===== config.mk =====
export PLATFORM = sky130hd
export DESIGN_NAME = hdgf_ctrl
export DESIGN_NICKNAME = d
export VERILOG_FILES = /design/src/rtl/hop_density_group_finder_defines.svh /design/src/rtl/hdgf_pkg.sv /design/src/rtl/hdgf_ctrl.sv
export SDC_FILE = /design/constraint.sdc
export NUM_CORES = 1
export LEC_CHECK = 0
export ABC_AREA = 1
export BUFFER_PORTS_ARGS = -buffer_cell sky130_fd_sc_hd__clkbuf_2
export CAP_MARGIN = 25
export CORE_AREA = 2 2 39 41
export CTS_BUF_LIST = sky130_fd_sc_hd__clkbuf_8
export DETAILED_ROUTE_END_ITERATION = 7
export DIE_AREA = 0 0 41 43
export HOLD_SLACK_MARGIN = 0.1
export PLACE_DENSITY = 0.74
export SLEW_MARGIN = 20
export SYNTH_ARGS = -nofsm -noshare
export SYNTH_HDL_FRONTEND = slang
export SYNTH_SLANG_ARGS = --single-unit

===== constraint.sdc =====
create_clock -name clk -period 1.36 [get_ports clk]
set_input_delay 0 -clock clk [delete_from_list [all_inputs] [get_ports clk]]
set_output_delay 0 -clock clk [all_outputs]
set_load 0.01 [all_outputs]

===== src/rtl/hop_density_group_finder_defines.svh =====
// Assertion macros shared by the hop density group finder RTL.
// Depends on nothing; files that assert include it by name.
`ifndef HOP_DENSITY_GROUP_FINDER_DEFINES_SVH
`define HOP_DENSITY_GROUP_FINDER_DEFINES_SVH

// Same-cycle implication, checked out of reset.
`define HDGF_ASSERT_NOW(lbl, clk_s, rstn_s, ant, con, msg) \
  lbl: assert property (@(posedge clk_s) disable iff (!rstn_s) (ant) |-> (con)) \
    else $error(msg);

// Next-cycle implication, checked out of reset.
`define HDGF_ASSERT_NEXT(lbl, clk_s, rstn_s, ant, con, msg) \
  lbl: assert property (@(posedge clk_s) disable iff (!rstn_s) (ant) |=> (con)) \
    else $error(msg);

`endif


===== src/rtl/hdgf_pkg.sv =====
// Shared types and constants of the hop density group finder.
// Used by the controller, the datapath and the top level.
`default_nettype none
package hdgf_pkg;

  localparam int MAX_PARTICLES_DEF = 1024;
  localparam int MAX_NEIGHBORS_DEF = 32;
  localparam int POS_BITS_DEF      = 24;

  localparam int KIND_W    = 2;
  localparam int IN_IDX_W  = 10;
  localparam int COORD_W   = 24;
  localparam int DENS_W    = 32;
  localparam int OUT_IDX_W = 10;
  localparam int CFG_IDX_W = 1;
  localparam int CFG_W     = 11;
  localparam int NB_W      = 6;
  localparam int PC_W      = 11;

  localparam logic [KIND_W-1:0] KIND_LOAD  = 2'd0;
  localparam logic [KIND_W-1:0] KIND_QUERY = 2'd1;
  localparam logic [KIND_W-1:0] KIND_CLEAR = 2'd2;

  localparam logic [CFG_IDX_W-1:0] REG_NEIGHBOR_COUNT = 1'd0;
  localparam logic [CFG_IDX_W-1:0] REG_PARTICLE_COUNT = 1'd1;

  localparam logic [NB_W-1:0] NB_RESET = 6'd8;
  localparam logic [PC_W-1:0] PC_RESET = 11'd1024;

  typedef enum logic [3:0] {
    ST_CLEAR,
    ST_IDLE,
    ST_REDUCE,
    ST_LOAD,
    ST_FETCH,
    ST_LATCH,
    ST_SCAN,
    ST_DRAIN,
    ST_PICK,
    ST_PWAIT,
    ST_DECIDE,
    ST_OWAIT,
    ST_COMMIT
  } ctrl_state_t;

  typedef struct packed {
    logic accept;
    logic reduce;
    logic load_we;
    logic sweep_clr;
    logic sweep;
    logic query_start;
    logic init;
    logic scan_issue;
    logic pick_issue;
    logic advance;
    logic commit;
  } hdgf_cmd_t;

  typedef struct packed {
    logic [KIND_W-1:0] kind;
    logic red_big;
    logic sweep_last;
    logic scan_last;
    logic pipe_empty;
    logic pick_last;
    logic same;
    logic hop_limit;
    logic out_free;
  } hdgf_status_t;

endpackage
`default_nettype wire


===== src/rtl/hdgf_ctrl.sv =====
// Sequencing state machine of the hop density group finder.
// Depends on hdgf_pkg; drives the datapath through hdgf_cmd_t.
`default_nettype none
module hdgf_ctrl (
  input  wire                   clk,
  input  wire                   rst_n,
  input  wire                   in_valid,
  output logic                  in_ready,
  input  hdgf_pkg::hdgf_status_t st,
  output hdgf_pkg::hdgf_cmd_t    cmd
);
  import hdgf_pkg::*;

  ctrl_state_t state_r, state_nxt;

  always_ff @(posedge clk) begin
    if (!rst_n) begin
      state_r <= ST_CLEAR;
    end else begin
      state_r <= state_nxt;
    end
  end

  always_comb begin
    state_nxt = state_r;
    unique case (state_r)
      ST_CLEAR:  if (st.sweep_last) state_nxt = ST_IDLE;
      ST_IDLE:   if (in_valid) state_nxt = ST_REDUCE;
      ST_REDUCE: begin
        if (!st.red_big) begin
          unique case (st.kind)
            KIND_LOAD:  state_nxt = ST_LOAD;
            KIND_QUERY: state_nxt = ST_FETCH;
            KIND_CLEAR: state_nxt = ST_CLEAR;
            default:    state_nxt = ST_IDLE;
          endcase
        end
      end
      ST_LOAD:   state_nxt = ST_IDLE;
      ST_FETCH:  state_nxt = ST_LATCH;
      ST_LATCH:  state_nxt = ST_SCAN;
      ST_SCAN:   if (st.scan_last) state_nxt = ST_DRAIN;
      ST_DRAIN:  if (st.pipe_empty) state_nxt = ST_PICK;
      ST_PICK:   if (st.pick_last) state_nxt = ST_PWAIT;
      ST_PWAIT:  state_nxt = ST_DECIDE;
      ST_DECIDE: begin
        if (st.same || st.hop_limit) state_nxt = ST_OWAIT;
        else state_nxt = ST_FETCH;
      end
      ST_OWAIT:  if (st.out_free) state_nxt = ST_COMMIT;
      ST_COMMIT: state_nxt = ST_IDLE;
      default:   state_nxt = ST_IDLE;
    endcase
  end

  always_comb begin
    cmd      = '0;
    in_ready = 1'b0;
    unique case (state_r)
      ST_CLEAR:  cmd.sweep = 1'b1;
      ST_IDLE: begin
        in_ready   = 1'b1;
        cmd.accept = in_valid;
      end
      ST_REDUCE: begin
        cmd.reduce      = st.red_big;
        cmd.query_start = !st.red_big && (st.kind == KIND_QUERY);
        cmd.sweep_clr   = !st.red_big && (st.kind == KIND_CLEAR);
      end
      ST_LOAD:   cmd.load_we = 1'b1;
      ST_LATCH:  cmd.init = 1'b1;
      ST_SCAN:   cmd.scan_issue = 1'b1;
      ST_PICK:   cmd.pick_issue = 1'b1;
      ST_DECIDE: cmd.advance = 1'b1;
      ST_COMMIT: cmd.commit = 1'b1;
      default:   cmd = '0;
    endcase
  end

endmodule
`default_nettype wire


**Word-level counts from Yosys, hierarchy flattened**

Index checks and enable logic that the tools add are counted.

- Bits in registers: 4

- Reduce and logical (&&, ||, !) cells: 7
- Muxes and demuxes: 22
- Eq/ne operators: 21

Operator list:

| kind | count |
|---|---|
| one-hot mux 4 bit (11 select lines) | 1 |
| 2-to-1 mux 4 bit | 8 |
| == test 4 bit, second input constant | 5 |
| == test 4 x 3 -> 1 bit, second input constant | 4 |
| != test 2 bit, second input constant | 7 |
| 2-to-1 mux 1 bit | 12 |
| one-hot mux 3 bit (3 select lines) | 1 |
| == test 4 x 2 -> 1 bit, second input constant | 2 |
| AND reduction 7 bit | 1 |
| == test 4 x 1 -> 1 bit, second input constant | 1 |
| zero test 4 bit | 1 |
| == test 2 x 1 -> 1 bit, second input constant | 1 |
| == test 2 bit, second input constant | 1 |
| logical AND 1 bit | 2 |
| zero test 2 bit | 1 |
| zero test 1 bit | 1 |
| logical OR 1 bit | 1 |

**Longest topological paths before layout**

Gate-level depths: netlist (run 1).

- Depth in word-level cells: 4
- Gate-level depth with buffers: 9
- Depth with buffers taken out: 9

**Worst setup path before layout (run 1)**

No wires, ideal clock.

- Path kind: reg2reg
- Start: reg state_r[3]
- End: reg state_r[0]
- Period minus slack after synthesis: 1.227 ns
- Library setup time: 0.114 ns
- Buffers on the path: 0
- Stages on the path, launching flop included: 10
- Arrival: 1.113 ns
- Path slack: 0.133 ns
- Path through: dfxtp_1 > inv_2 > nor2_2 > nand3_1 > nand2_2 > nor2_4 > nand2_1 > nand2_1 > nand2_1 > nor2_2

- Longest elaborated chain between the ends: 3
- Elaborated cells on any way between the ends: 20
- Classes of those cells: eq/ne: 17; mux: 1; reduce/logical: 2

Ends and longest elaborated chain:

| item | RTL line | RTL |
|---|---|---|
| start, declared | hdgf_ctrl.sv:14 | `ctrl_state_t state_r, state_nxt;` |
| start signal, assigned | hdgf_ctrl.sv:20 | `state_r <= state_nxt;` |
| == test 4 x 2 -> 1 bit, or another cell as far along | hdgf_ctrl.sv:26 | `unique case (state_r)` |
| != test 2 bit (no source line) | n/a |  |
| AND reduction 7 bit (no source line) | n/a |  |

Several ways; a longest one is shown, not always the timed one.
A chain may end at the register's enable or synchronous reset.

==> flow_metrics.tcl, run 1 <==
set metrics [dict create \
    final_antenna_net_count 0 \
    cp_top_family "buffers and inverters" \
    ir_worst_vdd_uv 1093 \
    fillers 130 \
    crit_path_start_kind "flip-flop" \
    grt_pass1_vias 588 \
    clk_latency_ps 220 \
    port_buffers 24 \
    cp_cell_sequence "nor2_1, buf_4, inv_1, nor2_1, clkbuf_2" \
    cts_buffer_depth 2 \
    layout_setup_ws_ps 67.19 \
    cp.required_ps 1360 \
    min_period_over_period_pct 95.06 \
    drt-initial-drc-count 10 \
    fmax_mhz 773.5 \
    n_antenna_cell 0 \
    power_mw 1.510 \
    h-tree-depth 1 \
    worst_pin_slew_ps 270.6 \
    clk_pin_slew_ps 30 \
    yosysSeqAreaShare_pct 13.79 \
    regMostFlops "state_r" \
    synth_area_um2 580.6 \
    finalClockSkew_ps 0.9749 \
    cp_slowest_cell "dfxtp_4" \
    totalWireLength_um 1471 \
    globalplace.congestion 0.8878 \
    synth_fp_nets 119 \
    critical-path-max-stage-delay_ps 350 \
    grt_pass1_wl_um 2297 \
    period_minus_slack_ps 1293 \
    cts_tree "built" \
    clock-sinks 4 \
    max_slew_margin_pct 81.90 \
    antenna_found_initial 0 \
    core-area_um2 1384 \
    p_per_area_nw_per_um2 1720 \
    r2r_slack_ps 110 \
    min_path_type "in2reg" \
    min_to "state_r[3]" \
    r2r-start "state_r[1]" \
    finalSetupViolations 0 \
    track_usage_pct 18.46 \
    overflow 0 \
    final.setup.tns_ps 0 \
    io_pins 25 \
    ys_seq_elements 4 \
    syn_inst 103 \
    die_h_um 43 \
    critPathKind "reg2out" \
    dp_slack_ps 23.31 \
    hold_path_startpoint "st[2]" \
    final_common_cell "clkbuf_2" \
    startpoint "state_r[1]" \
    synth_cell_types 16 \
    floorplan.initialDensity_pct 41.95 \
    cp_max_fo 5 \
    instances_no_fill 156 \
    nets 158 \
    dieArea_um2 1763 \
    first_pass_iters 4 \
    drv_slew 0 \
    most-common-layout-cells "clkbuf_2 (24), nand2_1 (21), inv_1 (18), nor2_1 (18), nand3_1 (12)" \
    end_kind "output pin" \
    largestRegisters "state_r (4)" \
    grt_max_degree 8 \
    yosysWarnings 0 \
    cp.buffers_inverters 3 \
    critPathMostFrequentCell "nor2_1" \
    arrival_ps 1290 \
    drc_errors 0 \
    wl_per_cell_um 9.429 \
    power.leakage_nw 0.5221 \
    largest_reg_flops 4 \
    rows 14 \
    cap_violations 0 \
    dp_hpwl_um 1193 \
    final_layout_size_suffix_gt1_share_pct 42.86 \
    hold_violations 0 \
    die_w_um 41 \
    syn_avg_cell_area_um2 5.636 \
    viasPerCell 4.673 \
    run_status "finished, final reports clean" \
    cts_buffers 3 \
    clockRootBuffer "clkbuf_8" \
    r2r-end "state_r[0]" \
    syn_to_final_growth_pct 51.29 \
    min_path_cells 7 \
    reg2reg_depth 9 \
    via_count 729 \
    dp_cells 147 \
]
[Yosys cell counts, drive strengths merged]
| library cell | n | area share (%) |
|---|---|---|
| a21boi | 1 | 1.3 |
| a21oi | 3 | 2.6 |
| a22oi | 1 | 1.3 |
| dfxtp | 4 | 14 |
| ha | 3 | 6.5 |
| inv | 21 | 14 |
| nand2 | 25 | 17 |
| nand3 | 16 | 16 |
| nand4 | 1 | 1.1 |
| nor2 | 27 | 25 |
| nor3b | 1 | 1.3 |
[how the worst max path moves through the flow]
stage | end | depth (start not counted)
2_1_floorplan | state_r[0] | 9
3_3_place_gp | state_r[0] | 9
3_5_place_dp | state_r[0] | 7
4_1_cts | state_r[0] | 9
5_1_grt | cmd[7] | 4
6_report | cmd[0] | 5
[cells by family (layout without fill, tap and decap cells)]
| group | Yosys count | after routing | synth area share (%) |
|---|---|---|---|
| adders and majority gates | 3 | 3 | 6.466 |
| AOI/OAI and AO/OA | 5 | 5 | 5.173 |
| and+or+nand+nor | 70 | 70 | 60.99 |
| DFF | 4 | 4 | 13.79 |
| buffers and inverters | 21 | 58 | 13.58 |
[cell type report]
cell class	instances	area (um^2)	area share [%]
multi-input cells	78	446.7	50.85
clock buffers	3	41.29	4.701
flip-flops and latches	4	87.58	9.972
inverters	21	81.33	9.259
repair buffers	34	201.4	22.93
well taps	16	20.02	2.279
[stage by stage]
stage / hold WS [ps] / utilization, % / cell area [um^2]
6_report: 274.4 / 63.47 / 878.3
5_1_grt: 328.3 / 63.47 / 878.3
4_1_cts: 280.3 / 59.67 / 825.8
3_5_place_dp: 258.9 / 54.25 / 750.7
3_3_place_gp: 255.8 / 54.25 / 750.7
2_1_floorplan: 47.53 / - / 580.6
[per-layer routing]
metal / vias to the layer above / part of all wire, % / global-route usage (%)
met1: 317 / 44 / 24.68
li1: 391 / - / -
met3: 3 / 3.4 / 1.571
met5: - / 0 / 0
met2: 18 / 51 / 28.75
met4: 0 / 1.6 / 8.000
[power by group]
part           leakage, nW  switching (mW)  internal, mW
clock network       0.0216          0.0599         0.189
logic                0.466           0.581         0.424
registers           0.0347          0.0828         0.174
total                0.522           0.724         0.786
[repair_timing]
| action | in CTS | in global routing |
|---|---|---|
| pin swaps | 1 | 3 |
| buffers inserted | 3 | 2 |
| resized for setup | 1 | 12 |
| endpoints found under the setup margin | 1 | 8 |
| hold endpoints to repair | 4 | 0 |
| hold buffers | 1 | 0 |
[tightest hold or removal path, stage by stage]
cell and delay (ps):
clkbuf_2 90, nor2_1 50, nand2_1 60, a22oi_1 60, nand3_1 90, nand2_1 50, nor2_1 70
No activity file was read; power rests on OpenSTA's default activity.
==> run 2: changes to the inputs <==
==> constraint.sdc (replaced) <==
create_clock -name clk -period 1.36 [get_ports clk]
set_input_delay 0 -clock clk [delete_from_list [all_inputs] [get_ports clk]]
set_output_delay 0 -clock clk [all_outputs]
set_load 0.05 [all_outputs]
==> run 2 against run 1 <==
Count of clock-buffer cells in the layout unchanged. Non-clock buffer count decreased by 1. Worst setup slack lost 31 ps. Clock power about the same. Combinational power increased by 32%. Final cell count decreased by 0.64%. Power up 23%. Die area unchanged. Design area is 8.1% higher. Core utilization is 5.2 points higher.
==> flow_metrics.tcl, run 2 (synthesis results as in run 1) <==
set metrics [dict create \
    run_status "finished, final reports clean" \
    arrival_ps 1430 \
    r2r-end "state_r[0]" \
    ir_worst_vdd_uv 1161 \
    final_layout_size_suffix_gt1_share_pct 49.64 \
    viasPerCell 4.787 \
    dp_hpwl_um 1168 \
    power.leakage_nw 0.5310 \
    hold_violations 0 \
    drv_slew 0 \
    most-common-layout-cells "nand2_1 (20), inv_1 (17), clkbuf_2 (17)" \
    io_pins 25 \
    dieArea_um2 1763 \
    critPathKind "reg2reg" \
    power_mw 1.858 \
    final_antenna_net_count 0 \
    floorplan.initialDensity_pct 41.95 \
    switching_share_pct 54.14 \
    drt-initial-drc-count 28 \
    final_common_cell "nand2_1" \
    sequentialPowerShare_pct 15.1 \
    clk_pin_slew_ps 30 \
    end_kind "flip-flop" \
    cts_tree "built" \
    min_period_over_period_pct 97.31 \
    finalSetupViolations 0 \
    finalClockSkew_ps 4.345 \
    syn_to_final_growth_pct 63.58 \
    rsz0062_at_grt "true" \
    cap_violations 0 \
    worst_pin_slew_ps 277.2 \
    period_minus_slack_ps 1323 \
    p_comb_share_pct 71.4 \
    largestRegisters "state_r (4)" \
    fmax_mhz 755.7 \
    max_slew_margin_pct 81.60 \
    h-tree-depth 1 \
    internal-power_mw 0.8520 \
    grt_max_degree 8 \
    fin_hold_ws_ps 305.8 \
    overflow 0 \
    final.setup.tns_ps 0 \
    regMostFlops "state_r" \
    r2r_slack_ps 40 \
    clockRootBuffer "clkbuf_8" \
    rows 14 \
    core-area_um2 1384 \
    nets 157 \
    p_per_area_nw_per_um2 1956 \
    grt_pass1_vias 648 \
    totalWireLength_um 1615 \
    port_buffers 24 \
    cts_buffers 3 \
    endpoint "state_r[0]" \
    min_path_type "in2reg" \
    p_switching_mw 1.006 \
    cp_max_fo 7 \
    first_pass_iters 4 \
    track_usage_pct 19.88 \
    crit_path_start_kind "flip-flop" \
    r2r-start "state_r[2]" \
    die_w_um 41 \
    drc_errors 0 \
    clk_latency_ps 220 \
    die_h_um 43 \
    via_count 742 \
    clockPowerShare_pct 13.5 \
    largest_reg_flops 4 \
    wl_per_cell_um 10.42 \
    globalplace.congestion 0.8063 \
    antenna_found_initial 0 \
    cts_buffer_depth 2 \
    startpoint "state_r[2]" \
    reg2reg_depth 9 \
    cp.required_ps 1470 \
    clock-sinks 4 \
    grt_pass1_wl_um 2442 \
    n_antenna_cell 0 \
]
-- run 2: cell type report --
type	count	area, um^2
sequential	4	95.09
inverter	21	81.33
multi-input combinational	78	488.0
clock buffer	3	41.29
fill	120	434.2
timing repair buffer	33	224.0
tap	16	20.02
-- run 2: worst min-delay path by stage --
stage               startpoint          to  depth (start not counted)
floorplan                st[7]      cmd[5]                          1
global placement         rst_n  state_r[3]                          3
detailed placement       rst_n  state_r[2]                          3
CTS                   in_valid  state_r[1]                          5
global route          in_valid  state_r[1]                          5
finish                in_valid  state_r[1]                          5
-- run 2: power by group through the flow --
stage	Sequential, mW	Combinational (mW)	Clock (mW)
after CTS	0.252	1.15	0.259
after global placement	0.236	1.08	0
after floorplan	0.231	0.848	0
after detailed placement	0.239	1.08	0
final	0.280	1.33	0.250
after global routing	0.288	1.43	0.264
-- run 2: layer usage --
| metal | vias up | wire length (um) | part of all wire [%] | global-route usage (%) |
|---|---|---|---|---|
| met5 | - | 0 | 0 | 0 |
| li1 | 392 | - | - | - |
| met4 | 0 | 23 | 1.4 | 8.000 |
| met3 | 3 | 69 | 4.3 | 1.571 |
| met2 | 23 | 839 | 52 | 33.44 |
| met1 | 324 | 683 | 42 | 24.44 |
-- run 2: repair_timing --
action,4_1_cts,5_1_grt
setup buffers,2,3
hold endpoints to repair,4,0
endpoints found under the setup margin,8,13
pin swaps,3,5
resized for setup,10,27
hold buffers,1,0
-- run 2: per-stage QoR --
stage | util (%) | worst slack (ps) | std cells | instance area [um^2]
floorplan | - | -27.30 | 103 | 598.1
global placement | 54.97 | 15.29 | 146 | 760.7
detailed placement | 54.97 | -13.14 | 146 | 760.7
CTS | 62.12 | -3.290 | 152 | 859.6
global route | 68.63 | -35.60 | 155 | 949.7
finish | 68.63 | 36.64 | 155 | 949.7
-- run 2: critical path, cell delays in order, from the launching register on --
cell and delay [ps]:
dfxtp_4 360, nor2_4 240, buf_4 160, nand3_2 60, nand2_2 100, nor2_4 60, nand2_2 70, nand2_1 60
nand2_1 70, nor2_2 40
